## config.mk

```make
export PLATFORM = sky130hd
export DESIGN_NAME = message_tag_manager_core
export DESIGN_NICKNAME = d
export VERILOG_FILES = /design/src/design/mtm_pkg.sv /design/src/design/message_tag_manager_core.sv
export SDC_FILE = /design/constraint.sdc
export NUM_CORES = 1
export LEC_CHECK = 0
export BUFFER_PORTS_ARGS = -buffer_cell sky130_fd_sc_hd__buf_2
export CAP_MARGIN = 20
export CORE_MARGIN = 1.5
export CORE_UTILIZATION = 44
export CTS_CLUSTER_SIZE = 20
export DETAILED_ROUTE_END_ITERATION = 12
export GPL_TIMING_DRIVEN = 0
export PLACE_DENSITY = 0.67
export SKIP_LAST_GASP = 1
export SLEW_MARGIN = 20
export SYNTH_ARGS = -nofsm -noshare
export SYNTH_HDL_FRONTEND = slang
export SYNTH_SLANG_ARGS = --single-unit
```

## constraint.sdc

```tcl
create_clock -name clk_i -period 10.4 [get_ports clk_i]
set_clock_uncertainty 0.2 [all_clocks]
set_input_delay 1.04 -clock clk_i [delete_from_list [all_inputs] [get_ports clk_i]]
set_output_delay 1.04 -clock clk_i [all_outputs]
set_load 0.05 [all_outputs]
```

## src/design/mtm_pkg.sv

```systemverilog
// ----------------------------------------------------------------------------
// Message tag manager package
// Shared constants, codes and helpers for the mailbox tag manager.
// ----------------------------------------------------------------------------
package mtm_pkg;

  // Tag pool: tag 0 is reserved, tags 1..NumTags-1 are handed out
  localparam int NumTags = 16;
  localparam int TagW    = $clog2(NumTags);
  localparam int CntW    = $clog2(NumTags);

  // Field widths
  localparam int MsgW    = 64;
  localparam int EpW     = 8;
  localparam int RelW    = 6;
  localparam int ActW    = 2;
  localparam int StatW   = 3;
  localparam int KindW   = 2;
  localparam int ChanW   = 8;
  localparam int PayW    = 32;
  localparam int TagFldW = 6;

  // Stream word widths (packed fields padded to whole bytes)
  localparam int InRawW  = MsgW + EpW + RelW;
  localparam int InDataW = ((InRawW + 7) / 8) * 8;
  localparam int OutRawW = StatW + TagW + MsgW + ChanW + PayW;
  localparam int OutDataW = ((OutRawW + 7) / 8) * 8;

  // Message field positions
  localparam int TagLsb  = 8;
  localparam int TypeLsb = 16;
  localparam int PayLsb  = 32;

  // Actions
  localparam logic [ActW-1:0] ActSend    = 2'd0;
  localparam logic [ActW-1:0] ActReceive = 2'd1;
  localparam logic [ActW-1:0] ActRelease = 2'd2;

  // Status codes
  localparam logic [StatW-1:0] StOk       = 3'd0;
  localparam logic [StatW-1:0] StBusy     = 3'd1;
  localparam logic [StatW-1:0] StUnknown  = 3'd2;
  localparam logic [StatW-1:0] StBadTag   = 3'd3;
  localparam logic [StatW-1:0] StBadChan  = 3'd4;
  localparam logic [StatW-1:0] StNotAlloc = 3'd5;

  // Result kinds
  localparam logic [KindW-1:0] KindSent   = 2'd0;
  localparam logic [KindW-1:0] KindAck    = 2'd1;
  localparam logic [KindW-1:0] KindNack   = 2'd2;
  localparam logic [KindW-1:0] KindReport = 2'd3;

  // Link endpoint and message types
  localparam logic [EpW-1:0] LinkEp      = 8'h20;
  localparam logic [7:0]     TypeAck     = 8'h65;
  localparam logic [7:0]     TypeNack    = 8'h66;
  localparam logic [7:0]     TypeStarted = 8'h67;
  localparam logic [7:0]     TypeReport  = 8'h68;

  localparam logic [ChanW-1:0] NumChanRst = 8'd128;

  // Round-robin successor within 1..NumTags-1
  function automatic logic [TagW-1:0] next_tag(input logic [TagW-1:0] t);
    logic [TagW-1:0] r;
    if (t == TagW'(NumTags - 1)) begin
      r = TagW'(1);
    end else begin
      r = t + TagW'(1);
    end
    return r;
  endfunction

endpackage

```

## src/design/message_tag_manager_core.sv

```systemverilog
// ----------------------------------------------------------------------------
// Message tag manager core
// Allocates round-robin request tags for outgoing mailbox messages, decodes
// incoming messages and releases tags on ack, nack, started or release.
// ----------------------------------------------------------------------------
//
//  channel   | direction | word contents (low bit first)
//  ----------+-----------+-----------------------------------------------
//  s_axis    | in        | tdata: message, endpoint, release_tag; tuser: action
//  m_axis    | out       | tdata: status, tag_out, message_out, channel,
//            |           |        payload; tuser: kind
//  cfg       | in        | num_channels write
//
//  Receive and release finish in a single ST_EXEC step; a send checks one
//  tag per cycle in ST_SCAN through the shared tag-table lookup, up to
//  NumTags-1 tags. The input is ready only while the sequencer is idle; a
//  result waits in the output register, and the sequencer holds on every
//  step while that register is full and not taken. Reset clears the tag
//  table, the round-robin pointer and sets num_channels to 128.
//
module message_tag_manager_core (
  input  logic                          clk_i,
  input  logic                          rst_ni,
  // input stream
  input  logic                          s_axis_tvalid,
  output logic                          s_axis_tready,
  // message[63:0], endpoint[71:64], release_tag[77:72], zero pad
  input  logic [mtm_pkg::InDataW-1:0]   s_axis_tdata,
  // action[1:0]
  input  logic [mtm_pkg::ActW-1:0]      s_axis_tuser,
  // result stream
  output logic                          m_axis_tvalid,
  input  logic                          m_axis_tready,
  // status[2:0], tag_out[6:3], message_out[70:7], channel[78:71],
  // payload[110:79], zero pad
  output logic [mtm_pkg::OutDataW-1:0]  m_axis_tdata,
  // kind[1:0]
  output logic [mtm_pkg::KindW-1:0]     m_axis_tuser,
  // configuration write
  input  logic                          cfg_valid_i,
  output logic                          cfg_ready_o,
  input  logic [mtm_pkg::ChanW-1:0]     cfg_data_i
);
  import mtm_pkg::*;

  typedef enum logic [1:0] {
    ST_IDLE,
    ST_SCAN,
    ST_EXEC
  } state_e;

  state_e               state_q, state_d;
  logic [ActW-1:0]      act_q, act_d;
  logic [MsgW-1:0]      msg_q, msg_d;
  logic [EpW-1:0]       ep_q, ep_d;
  logic [RelW-1:0]      rel_q, rel_d;
  logic [TagW-1:0]      scan_tag_q, scan_tag_d;
  logic [CntW-1:0]      scan_cnt_q, scan_cnt_d;
  logic [NumTags-1:0]   tag_used_q, tag_used_d;
  logic [TagW-1:0]      last_tag_q, last_tag_d;
  logic [ChanW-1:0]     num_ch_q, num_ch_d;

  logic                 out_valid_q, out_valid_d;
  logic [StatW-1:0]     out_status_q, out_status_d;
  logic [KindW-1:0]     out_kind_q, out_kind_d;
  logic [TagW-1:0]      out_tag_q, out_tag_d;
  logic [MsgW-1:0]      out_msg_q, out_msg_d;
  logic [ChanW-1:0]     out_chan_q, out_chan_d;
  logic [PayW-1:0]      out_pay_q, out_pay_d;

  logic                 in_fire;
  logic                 out_free;
  logic [TagW-1:0]      lk_idx;
  logic                 lk_used;
  logic [TagFldW-1:0]   rx_tag;
  logic [7:0]           rx_type;
  logic [ChanW-1:0]     rx_chan;
  logic [PayW-1:0]      rx_pay;
  logic                 rx_is_ack;

  assign s_axis_tready = (state_q == ST_IDLE);
  assign in_fire       = s_axis_tvalid & s_axis_tready;
  assign out_free      = ~out_valid_q | m_axis_tready;
  assign cfg_ready_o   = 1'b1;

  // Message decode
  assign rx_tag    = msg_q[TagLsb +: TagFldW];
  assign rx_type   = msg_q[TypeLsb +: 8];
  assign rx_chan   = msg_q[ChanW-1:0];
  assign rx_pay    = msg_q[PayLsb +: PayW];
  assign rx_is_ack = (rx_type == TypeAck) || (rx_type == TypeNack) ||
                     (rx_type == TypeStarted);

  // Shared tag-table lookup
  always_comb begin
    if (state_q == ST_SCAN) begin
      lk_idx = scan_tag_q;
    end else if (act_q == ActReceive) begin
      lk_idx = rx_tag[TagW-1:0];
    end else begin
      lk_idx = rel_q[TagW-1:0];
    end
  end
  assign lk_used = tag_used_q[lk_idx];

  // Sequencer next state
  always_comb begin
    state_d      = state_q;
    act_d        = act_q;
    msg_d        = msg_q;
    ep_d         = ep_q;
    rel_d        = rel_q;
    scan_tag_d   = scan_tag_q;
    scan_cnt_d   = scan_cnt_q;
    tag_used_d   = tag_used_q;
    last_tag_d   = last_tag_q;
    num_ch_d     = num_ch_q;
    out_valid_d  = out_valid_q & ~m_axis_tready;
    out_status_d = out_status_q;
    out_kind_d   = out_kind_q;
    out_tag_d    = out_tag_q;
    out_msg_d    = out_msg_q;
    out_chan_d   = out_chan_q;
    out_pay_d    = out_pay_q;

    if (cfg_valid_i) begin
      num_ch_d = cfg_data_i;
    end

    unique case (state_q)
      ST_IDLE: begin
        if (in_fire) begin
          act_d      = s_axis_tuser;
          msg_d      = s_axis_tdata[MsgW-1:0];
          ep_d       = s_axis_tdata[MsgW +: EpW];
          rel_d      = s_axis_tdata[MsgW+EpW +: RelW];
          scan_tag_d = next_tag(last_tag_q);
          scan_cnt_d = '0;
          if (s_axis_tuser == ActSend) begin
            state_d = ST_SCAN;
          end else if (s_axis_tuser == ActReceive || s_axis_tuser == ActRelease) begin
            state_d = ST_EXEC;
          end
        end
      end

      // one tag checked per cycle while the output register can take a result
      ST_SCAN: begin
        if (out_free) begin
          if (!lk_used) begin
            tag_used_d[scan_tag_q] = 1'b1;
            last_tag_d   = scan_tag_q;
            out_valid_d  = 1'b1;
            out_status_d = StOk;
            out_kind_d   = KindSent;
            out_tag_d    = scan_tag_q;
            out_msg_d    = msg_q;
            out_msg_d[TagLsb +: TagFldW] = TagFldW'(scan_tag_q);
            out_chan_d   = rx_chan;
            out_pay_d    = '0;
            state_d      = ST_IDLE;
          end else if (scan_cnt_q == CntW'(NumTags - 2)) begin
            // full lap without a free tag; pointer still steps by one
            last_tag_d   = next_tag(scan_tag_q);
            out_valid_d  = 1'b1;
            out_status_d = StBusy;
            out_kind_d   = KindSent;
            out_tag_d    = '0;
            out_msg_d    = '0;
            out_chan_d   = rx_chan;
            out_pay_d    = '0;
            state_d      = ST_IDLE;
          end else begin
            scan_tag_d = next_tag(scan_tag_q);
            scan_cnt_d = scan_cnt_q + CntW'(1);
          end
        end
      end

      // receive or release, single step
      ST_EXEC: begin
        if (out_free) begin
          out_valid_d = 1'b1;
          out_msg_d   = '0;
          state_d     = ST_IDLE;
          if (act_q == ActReceive) begin
            out_chan_d   = rx_chan;
            out_pay_d    = rx_pay;
            out_status_d = StUnknown;
            out_kind_d   = KindSent;
            out_tag_d    = '0;
            if (ep_q == LinkEp) begin
              if (rx_is_ack) begin
                out_kind_d = (rx_type == TypeNack) ? KindNack : KindAck;
                out_tag_d  = rx_tag[TagW-1:0];
                if (rx_tag >= TagFldW'(NumTags)) begin
                  out_status_d = StBadTag;
                end else if (!lk_used) begin
                  out_status_d = StNotAlloc;
                end else begin
                  tag_used_d[lk_idx] = 1'b0;
                  out_status_d = StOk;
                end
              end else if (rx_type == TypeReport) begin
                out_kind_d   = KindReport;
                out_status_d = (rx_chan >= num_ch_q) ? StBadChan : StOk;
              end
            end
          end else begin
            out_chan_d = '0;
            out_pay_d  = '0;
            out_kind_d = KindSent;
            out_tag_d  = rel_q[TagW-1:0];
            if (rel_q >= RelW'(NumTags)) begin
              out_status_d = StBadTag;
            end else if (!lk_used) begin
              out_status_d = StNotAlloc;
            end else begin
              tag_used_d[lk_idx] = 1'b0;
              out_status_d = StOk;
            end
          end
        end
      end

      default: begin
        state_d = ST_IDLE;
      end
    endcase
  end

  // State and output registers
  always_ff @(posedge clk_i or negedge rst_ni) begin
    if (!rst_ni) begin
      state_q     <= ST_IDLE;
      tag_used_q  <= '0;
      last_tag_q  <= '0;
      num_ch_q    <= NumChanRst;
      out_valid_q <= 1'b0;
    end else begin
      state_q     <= state_d;
      tag_used_q  <= tag_used_d;
      last_tag_q  <= last_tag_d;
      num_ch_q    <= num_ch_d;
      out_valid_q <= out_valid_d;
    end
  end

  // Payload registers
  always_ff @(posedge clk_i) begin
    act_q        <= act_d;
    msg_q        <= msg_d;
    ep_q         <= ep_d;
    rel_q        <= rel_d;
    scan_tag_q   <= scan_tag_d;
    scan_cnt_q   <= scan_cnt_d;
    out_status_q <= out_status_d;
    out_kind_q   <= out_kind_d;
    out_tag_q    <= out_tag_d;
    out_msg_q    <= out_msg_d;
    out_chan_q   <= out_chan_d;
    out_pay_q    <= out_pay_d;
  end

  assign m_axis_tvalid = out_valid_q;
  assign m_axis_tuser  = out_kind_q;
  assign m_axis_tdata  = {{(OutDataW - OutRawW){1'b0}}, out_pay_q, out_chan_q,
                          out_msg_q, out_tag_q, out_status_q};

endmodule

```

# Word-level counts from Yosys, hierarchy flattened
# Index checks and enable logic that the tools add are counted.
dict set report totals {
  ff_bits 232
  inputBits 95
  output_inout_bits 117
  wordCells 166
}
dict set report op_classes {
  add_sub_neg 3
  n_lt_le_gt_ge 7
  eq_ne 26
  muxes 90
  bitwise_logic 8
  n_reduce_logical 15
}
# cell n
set op_table {}
lappend op_table {{64-bit 2-to-1 mux} 4}
lappend op_table {{32-bit 2-to-1 mux} 5}
lappend op_table {{16-bit 2-to-1 mux} 9}
lappend op_table {{64-bit case mux with 2 select lines} 1}
lappend op_table {{4-bit 2-to-1 mux} 21}
lappend op_table {{32-bit case mux with 2 select lines} 1}
lappend op_table {{8-bit 2-to-1 mux} 5}
lappend op_table {{3-bit 2-to-1 mux} 12}
lappend op_table {{8-bit by 7-bit == test with 1-bit output, second input constant} 4}
lappend op_table {{16-bit case mux with 2 select lines} 1}
lappend op_table {{2-bit 2-to-1 mux} 13}
lappend op_table {{4-bit case mux with 2 select lines} 3}
lappend op_table {{16-bit AND} 1}
lappend op_table {{16-bit NOT} 1}
lappend op_table {{16-bit bitwise OR} 1}
lappend op_table {{8-bit case mux with 2 select lines} 1}
lappend op_table {{4-bit by 1-bit adder with 4-bit output, second input constant} 3}
lappend op_table {{4-bit == test, second input constant} 3}
lappend op_table {{6-bit by 5-bit >= comparator with 1-bit output, second input constant} 2}
lappend op_table {{3-bit inequality test, second input constant} 4}
lappend op_table {{4-bit by 5-bit less-than comparator with 1-bit output, second input constant} 2}
lappend op_table {{2-bit inequality test, second input constant} 5}
lappend op_table {{5-bit AND reduction} 2}
lappend op_table {{1-bit demux with 4-bit select} 2}
lappend op_table {{25 further kinds} 43}

# Logic depth before layout (Yosys ltp)
dict set report depth {
  depth_word 16
  mapped_depth 12
  depth_no_buf 10
}

# Worst setup path after synthesis
# OpenSTA, ideal clock, no wires.
dict set report synth_path {
  path_kind {register -> register}
  from {register state_q[1]}
  to {register out_kind_q[0], in the netlist m_axis_tuser[0], enable pin}
  setup_ns 0.595
  arrival_ns 7.386
  required_ns 9.605
  path_slack_ns 2.219
  path_stages_with_launch 12
  path_buffers 1
  period_less_slack_ns 8.181
  cell_sequence {dfrtp_1 -> inv_1 -> ha_1 -> or4b_1 -> o311a_2 -> buf_6 -> a221oi_1 -> a32oi_1 -> a211o_1 -> a31oi_1 -> nor2_1 -> nor2b_1}
}
dict set report synth_via {
  elab_chain_cells 6
  elab_cells_between_ends 10
  classes_between {eq/ne: 5; mux: 3; reduce/logical: 2}
}
# item line_no
set synth_lines {}
lappend synth_lines {{from (decl)} message_tag_manager_core.sv:52} ;# state_e state_q, state_d;
lappend synth_lines {{from (signal assigned)} message_tag_manager_core.sv:241} ;# state_q <= state_d;
lappend synth_lines {{2-bit by 1-bit == test with 1-bit output} {message_tag_manager_core.sv:96, message_tag_manager_core.sv:130}}
lappend synth_lines {{4-bit 2-to-1 mux} message_tag_manager_core.sv:96} ;# if (state_q == ST_SCAN) begin
lappend synth_lines {{1-bit binary-select mux with 4-bit select} message_tag_manager_core.sv:104} ;# assign lk_used = tag_used_q[lk_idx];
lappend synth_lines {{1-bit 2-to-1 mux (implied by the code)} message_tag_manager_core.sv:104}
lappend synth_lines {{3-bit by 2-bit inequality test with 1-bit output (no line)} --}
lappend synth_lines {{4-bit AND reduction (no line) (*)} --}
lappend synth_lines {{to (signal assigned)} message_tag_manager_core.sv:258} ;# out_kind_q <= out_kind_d;
lappend synth_lines {{to (decl)} message_tag_manager_core.sv:65} ;# logic [KindW-1:0] out_kind_q, out_kind_d;
# Every way passes the cells marked *; elsewhere a longest branch is shown, timed or not. The select of a mux whose other input is x is not followed.
# A chain may end at the register's enable or synchronous reset.

# Worst setup path in the final report
dict set report layout_path {
  from {register state_q[1]}
  to {register out_msg_q[14], enable pin}
}
dict set report layout_via {
  elab_chain_cells 6
  elab_cells_between_ends 10
  classes_between {eq/ne: 5; mux: 3; reduce/logical: 2}
}
# item line_no
set layout_lines {}
lappend layout_lines {{2-bit by 1-bit == test with 1-bit output} {message_tag_manager_core.sv:96, message_tag_manager_core.sv:130}}
lappend layout_lines {{4-bit 2-to-1 mux} message_tag_manager_core.sv:96}
lappend layout_lines {{1-bit binary-select mux with 4-bit select} message_tag_manager_core.sv:104}
lappend layout_lines {{1-bit 2-to-1 mux (implied by the code)} message_tag_manager_core.sv:104}
lappend layout_lines {{3-bit by 2-bit inequality test with 1-bit output (no line)} --}
lappend layout_lines {{4-bit AND reduction (no line) (*)} --}
lappend layout_lines {{to (signal assigned)} message_tag_manager_core.sv:260} ;# out_msg_q <= out_msg_d;
lappend layout_lines {{to (decl)} message_tag_manager_core.sv:67} ;# logic [MsgW-1:0] out_msg_q, out_msg_d;
# Marked as above.

==> results.txt <==
Status = completed
Drt total wl = 21.0 mm
Wire per inst = 18.1 microns
Post-synth top flop = edfxtp_1
Relative max-transition margin = 33.4%
DRT iter0 DRCs = 425
Worst reg-to-reg path cell count = 14
Via Count = 6,046
Crit path largest cell delay = 0.42 ns
Critical Path Source Type = register
Post-Synthesis Cells = 632
Routability congestion estimate = 1.02
TritonCTS clock tree = yes
Slew Viols, Final = 0
Crit path capture type = register
Post-route setup TNS = 0 ns
Total CTS buffers = 25
DR vias/cell = 5.20
Bufs on Longest Clock Path = 3
Filler instances = 1,680
Minimum clock period after layout = 4.64 ns
Critical-path top delay cell = a211o_1
Hold Path Stages = 2
Seq/Total Area, Yosys = 72.8%
Synth Register Bits = 230
CP required = 10.42 ns
Post-CTS Hold Buffers = 0
Post-Syn Area = 0.00928 sq mm
Critical path type = register to register
Number of global-route vias before repair = 5,759
Nets@finish = 985
Yosys warning count = 0
Die W = 148 microns
Syn_area_per_cell = 14.7 sq um
Initial DRT Pass Iterations = 5
Htree depth = 1
Largest net degree at the start of global routing = 51
Post-CTS setup repair buffer count = 0
Delay-heaviest family, CP = buffers and inverters
Ports = 212
Total grt overflow = 0
Non-Filler Instances = 1,162
Post-synth EDFFs = 199
Buf+Inv Stages, Crit Path = 7
Worst path most repeated cell = buf_12
Final Hold Slack = 0.308 ns
FP Rows = 52
Final setup violation count = 0
Layout cells sized above 1 = 30.3%
Clock sinks = 230
Drt drc = 0
Most common cell after layout, fill and taps aside = buf_2
GRT Overall Usage = 18.9%
Critical path data arrival time = 4.66 ns
Core area = 0.0204 sq mm
Asr flop ratio synth = 13.5%
HPWL Detailed = 14.9 mm
Yosys cell types = 64
Critical path depth = 14
Yosys top cell area share = 64.4%
Area Growth Syn to Fin = 24.8%
Maximum fanout along the worst path = 29
Worst skew pair latency = 0.52 ns
CP Cell Sequence = inv_1, ha_1, clkbuf_1, inv_1, clkbuf_1, a221oi_1, a32oi_1, a211o_1, a31oi_1, nor2_1, nor2b_4, buf_12, buf_12, buf_12
Post-CTS sizing = 0
Slew @ Worst Pin = 0.985 ns
Most frequent cells in the layout = buf_2, edfxtp_1, and2_1
Most area-consuming cells after synthesis = edfxtp_1, dfrtp_1, and2_1
Initial cell density of the core = 45.4%
Crit share post-route = 44.6%
Post-DRT Antenna Nets = 0
Port Buffer Count = 205
Worst hold path type = register to register
Maxcap violations = 0
RSZ-0062 raised after global routing = false
Initial antenna violation count = 1
Clock transition at the registers of the reported paths = 0.06 ns
Placed insts = 1,114
Die ar. = 0.0220 sq mm
Die Ht = 148 microns
Hold Fails Final Rpt = 0
Synth area leader = edfxtp_1
Max frequency = 215 MHz
Global-route wire length before repair = 31.8 mm
Root buffer cell = clkbuf_16
Final Core Density = 56.7%
## synth_stat cells, drive strengths merged (3+ instances only)
cell and number:
and3 35, a21oi 20, nor2b 8, nand2b 4, a211oi 4, a31oi 7
a221oi 6, o21a 4, nor2 30, nor4 5, edfxtp 199, o21ai 18
nand2 32, nor3 11, a41oi 12, inv 21, o211ai 3, o21bai 4
ha 19, buf 12, mux2i 8, dfrtp 30, and2 68, clkbuf 21
a22oi 6, nand3 6
## sequential cells by signal, indices dropped and copies added (netlist names)
name	flops
tag_used_q	16
out_msg_q	62
out_tag_q	4
msg_q	64
scan_tag_q	4
rel_q	6
num_ch_q	8
out_pay_q	32
out_status_q	3
state_q	2
act_q	2
scan_cnt_q	4
m_axis_tuser	2
ep_q	8
out_chan_q	8
m_axis_tvalid	1
last_tag_q	4
## layout make-up
type | count | area, sq um | share of cell area [%]
inverters | 21 | 78.8 | 0.680
repair buffers | 210 | 1140 | 9.85
clock inverters | 12 | 134 | 1.16
plain buffers | 33 | 170 | 1.47
diodes | 2 | 5.00 | 0.0432
flip-flops and latches | 230 | 6750 | 58.3
clock buffers | 34 | 669 | 5.78
well taps | 270 | 338 | 2.92
multi-input cells | 350 | 2300 | 19.8
## cells by family after synthesis
logic type      share of synthesized area [%]
compound gates                           8.02
xor+xnor                                0.283
fa+ha+maj                                2.56
buf+inv                                  2.68
flops                                    72.8
mux                                      1.11
other cells                            0.0809
simple gates                             12.5
## worst paths after layout
kind / end / startpoint / slack [ns]
min in group asynchronous: m_axis_tvalid$_DFF_PN0_ / rst_ni / 0.39
max: out_msg_q[14]$_SDFFCE_PP0P_ / state_q[1]$_DFFE_PN0P_ / 5.76
max in group asynchronous: num_ch_q[4]$_DFFE_PN0P_ / rst_ni / 9.11
min: tag_used_q[1]$_DFFE_PN0P_ / tag_used_q[1]$_DFFE_PN0P_ / 0.31
min reg2reg: tag_used_q[1]$_DFFE_PN0P_ / tag_used_q[1]$_DFFE_PN0P_ / 0.31
max reg2reg: out_msg_q[14]$_SDFFCE_PP0P_ / state_q[1]$_DFFE_PN0P_ / 5.76
## tightest hold or removal path, stage by stage (launching register included)
cell and delay (ns):
dfrtp_1 0.34, a41oi_1 0.05, nor2_1 0.08
## through the flow
stage	worst slack, ns	cell area [sq um]
2_1_floorplan	2.22	9290
3_3_place_gp	-0.445	10700
3_5_place_dp	5.79	10800
4_1_cts	5.78	11600
5_1_grt	5.46	11600
6_report	5.76	11600
## routing by layer
| metal | global-route usage (%) | wire length [microns] | part of all wire [%] |
|---|---|---|---|
| met5 | 0 | 0 | 0 |
| met4 | 7.38 | 658 | 3.1 |
| met3 | 3.34 | 1290 | 6.2 |
| met2 | 30.7 | 10200 | 49 |
| met1 | 25.5 | 8800 | 42 |
Power is not shown: default switching activity piles up to over one toggle a cycle in this logic, so the estimate is an artifact.
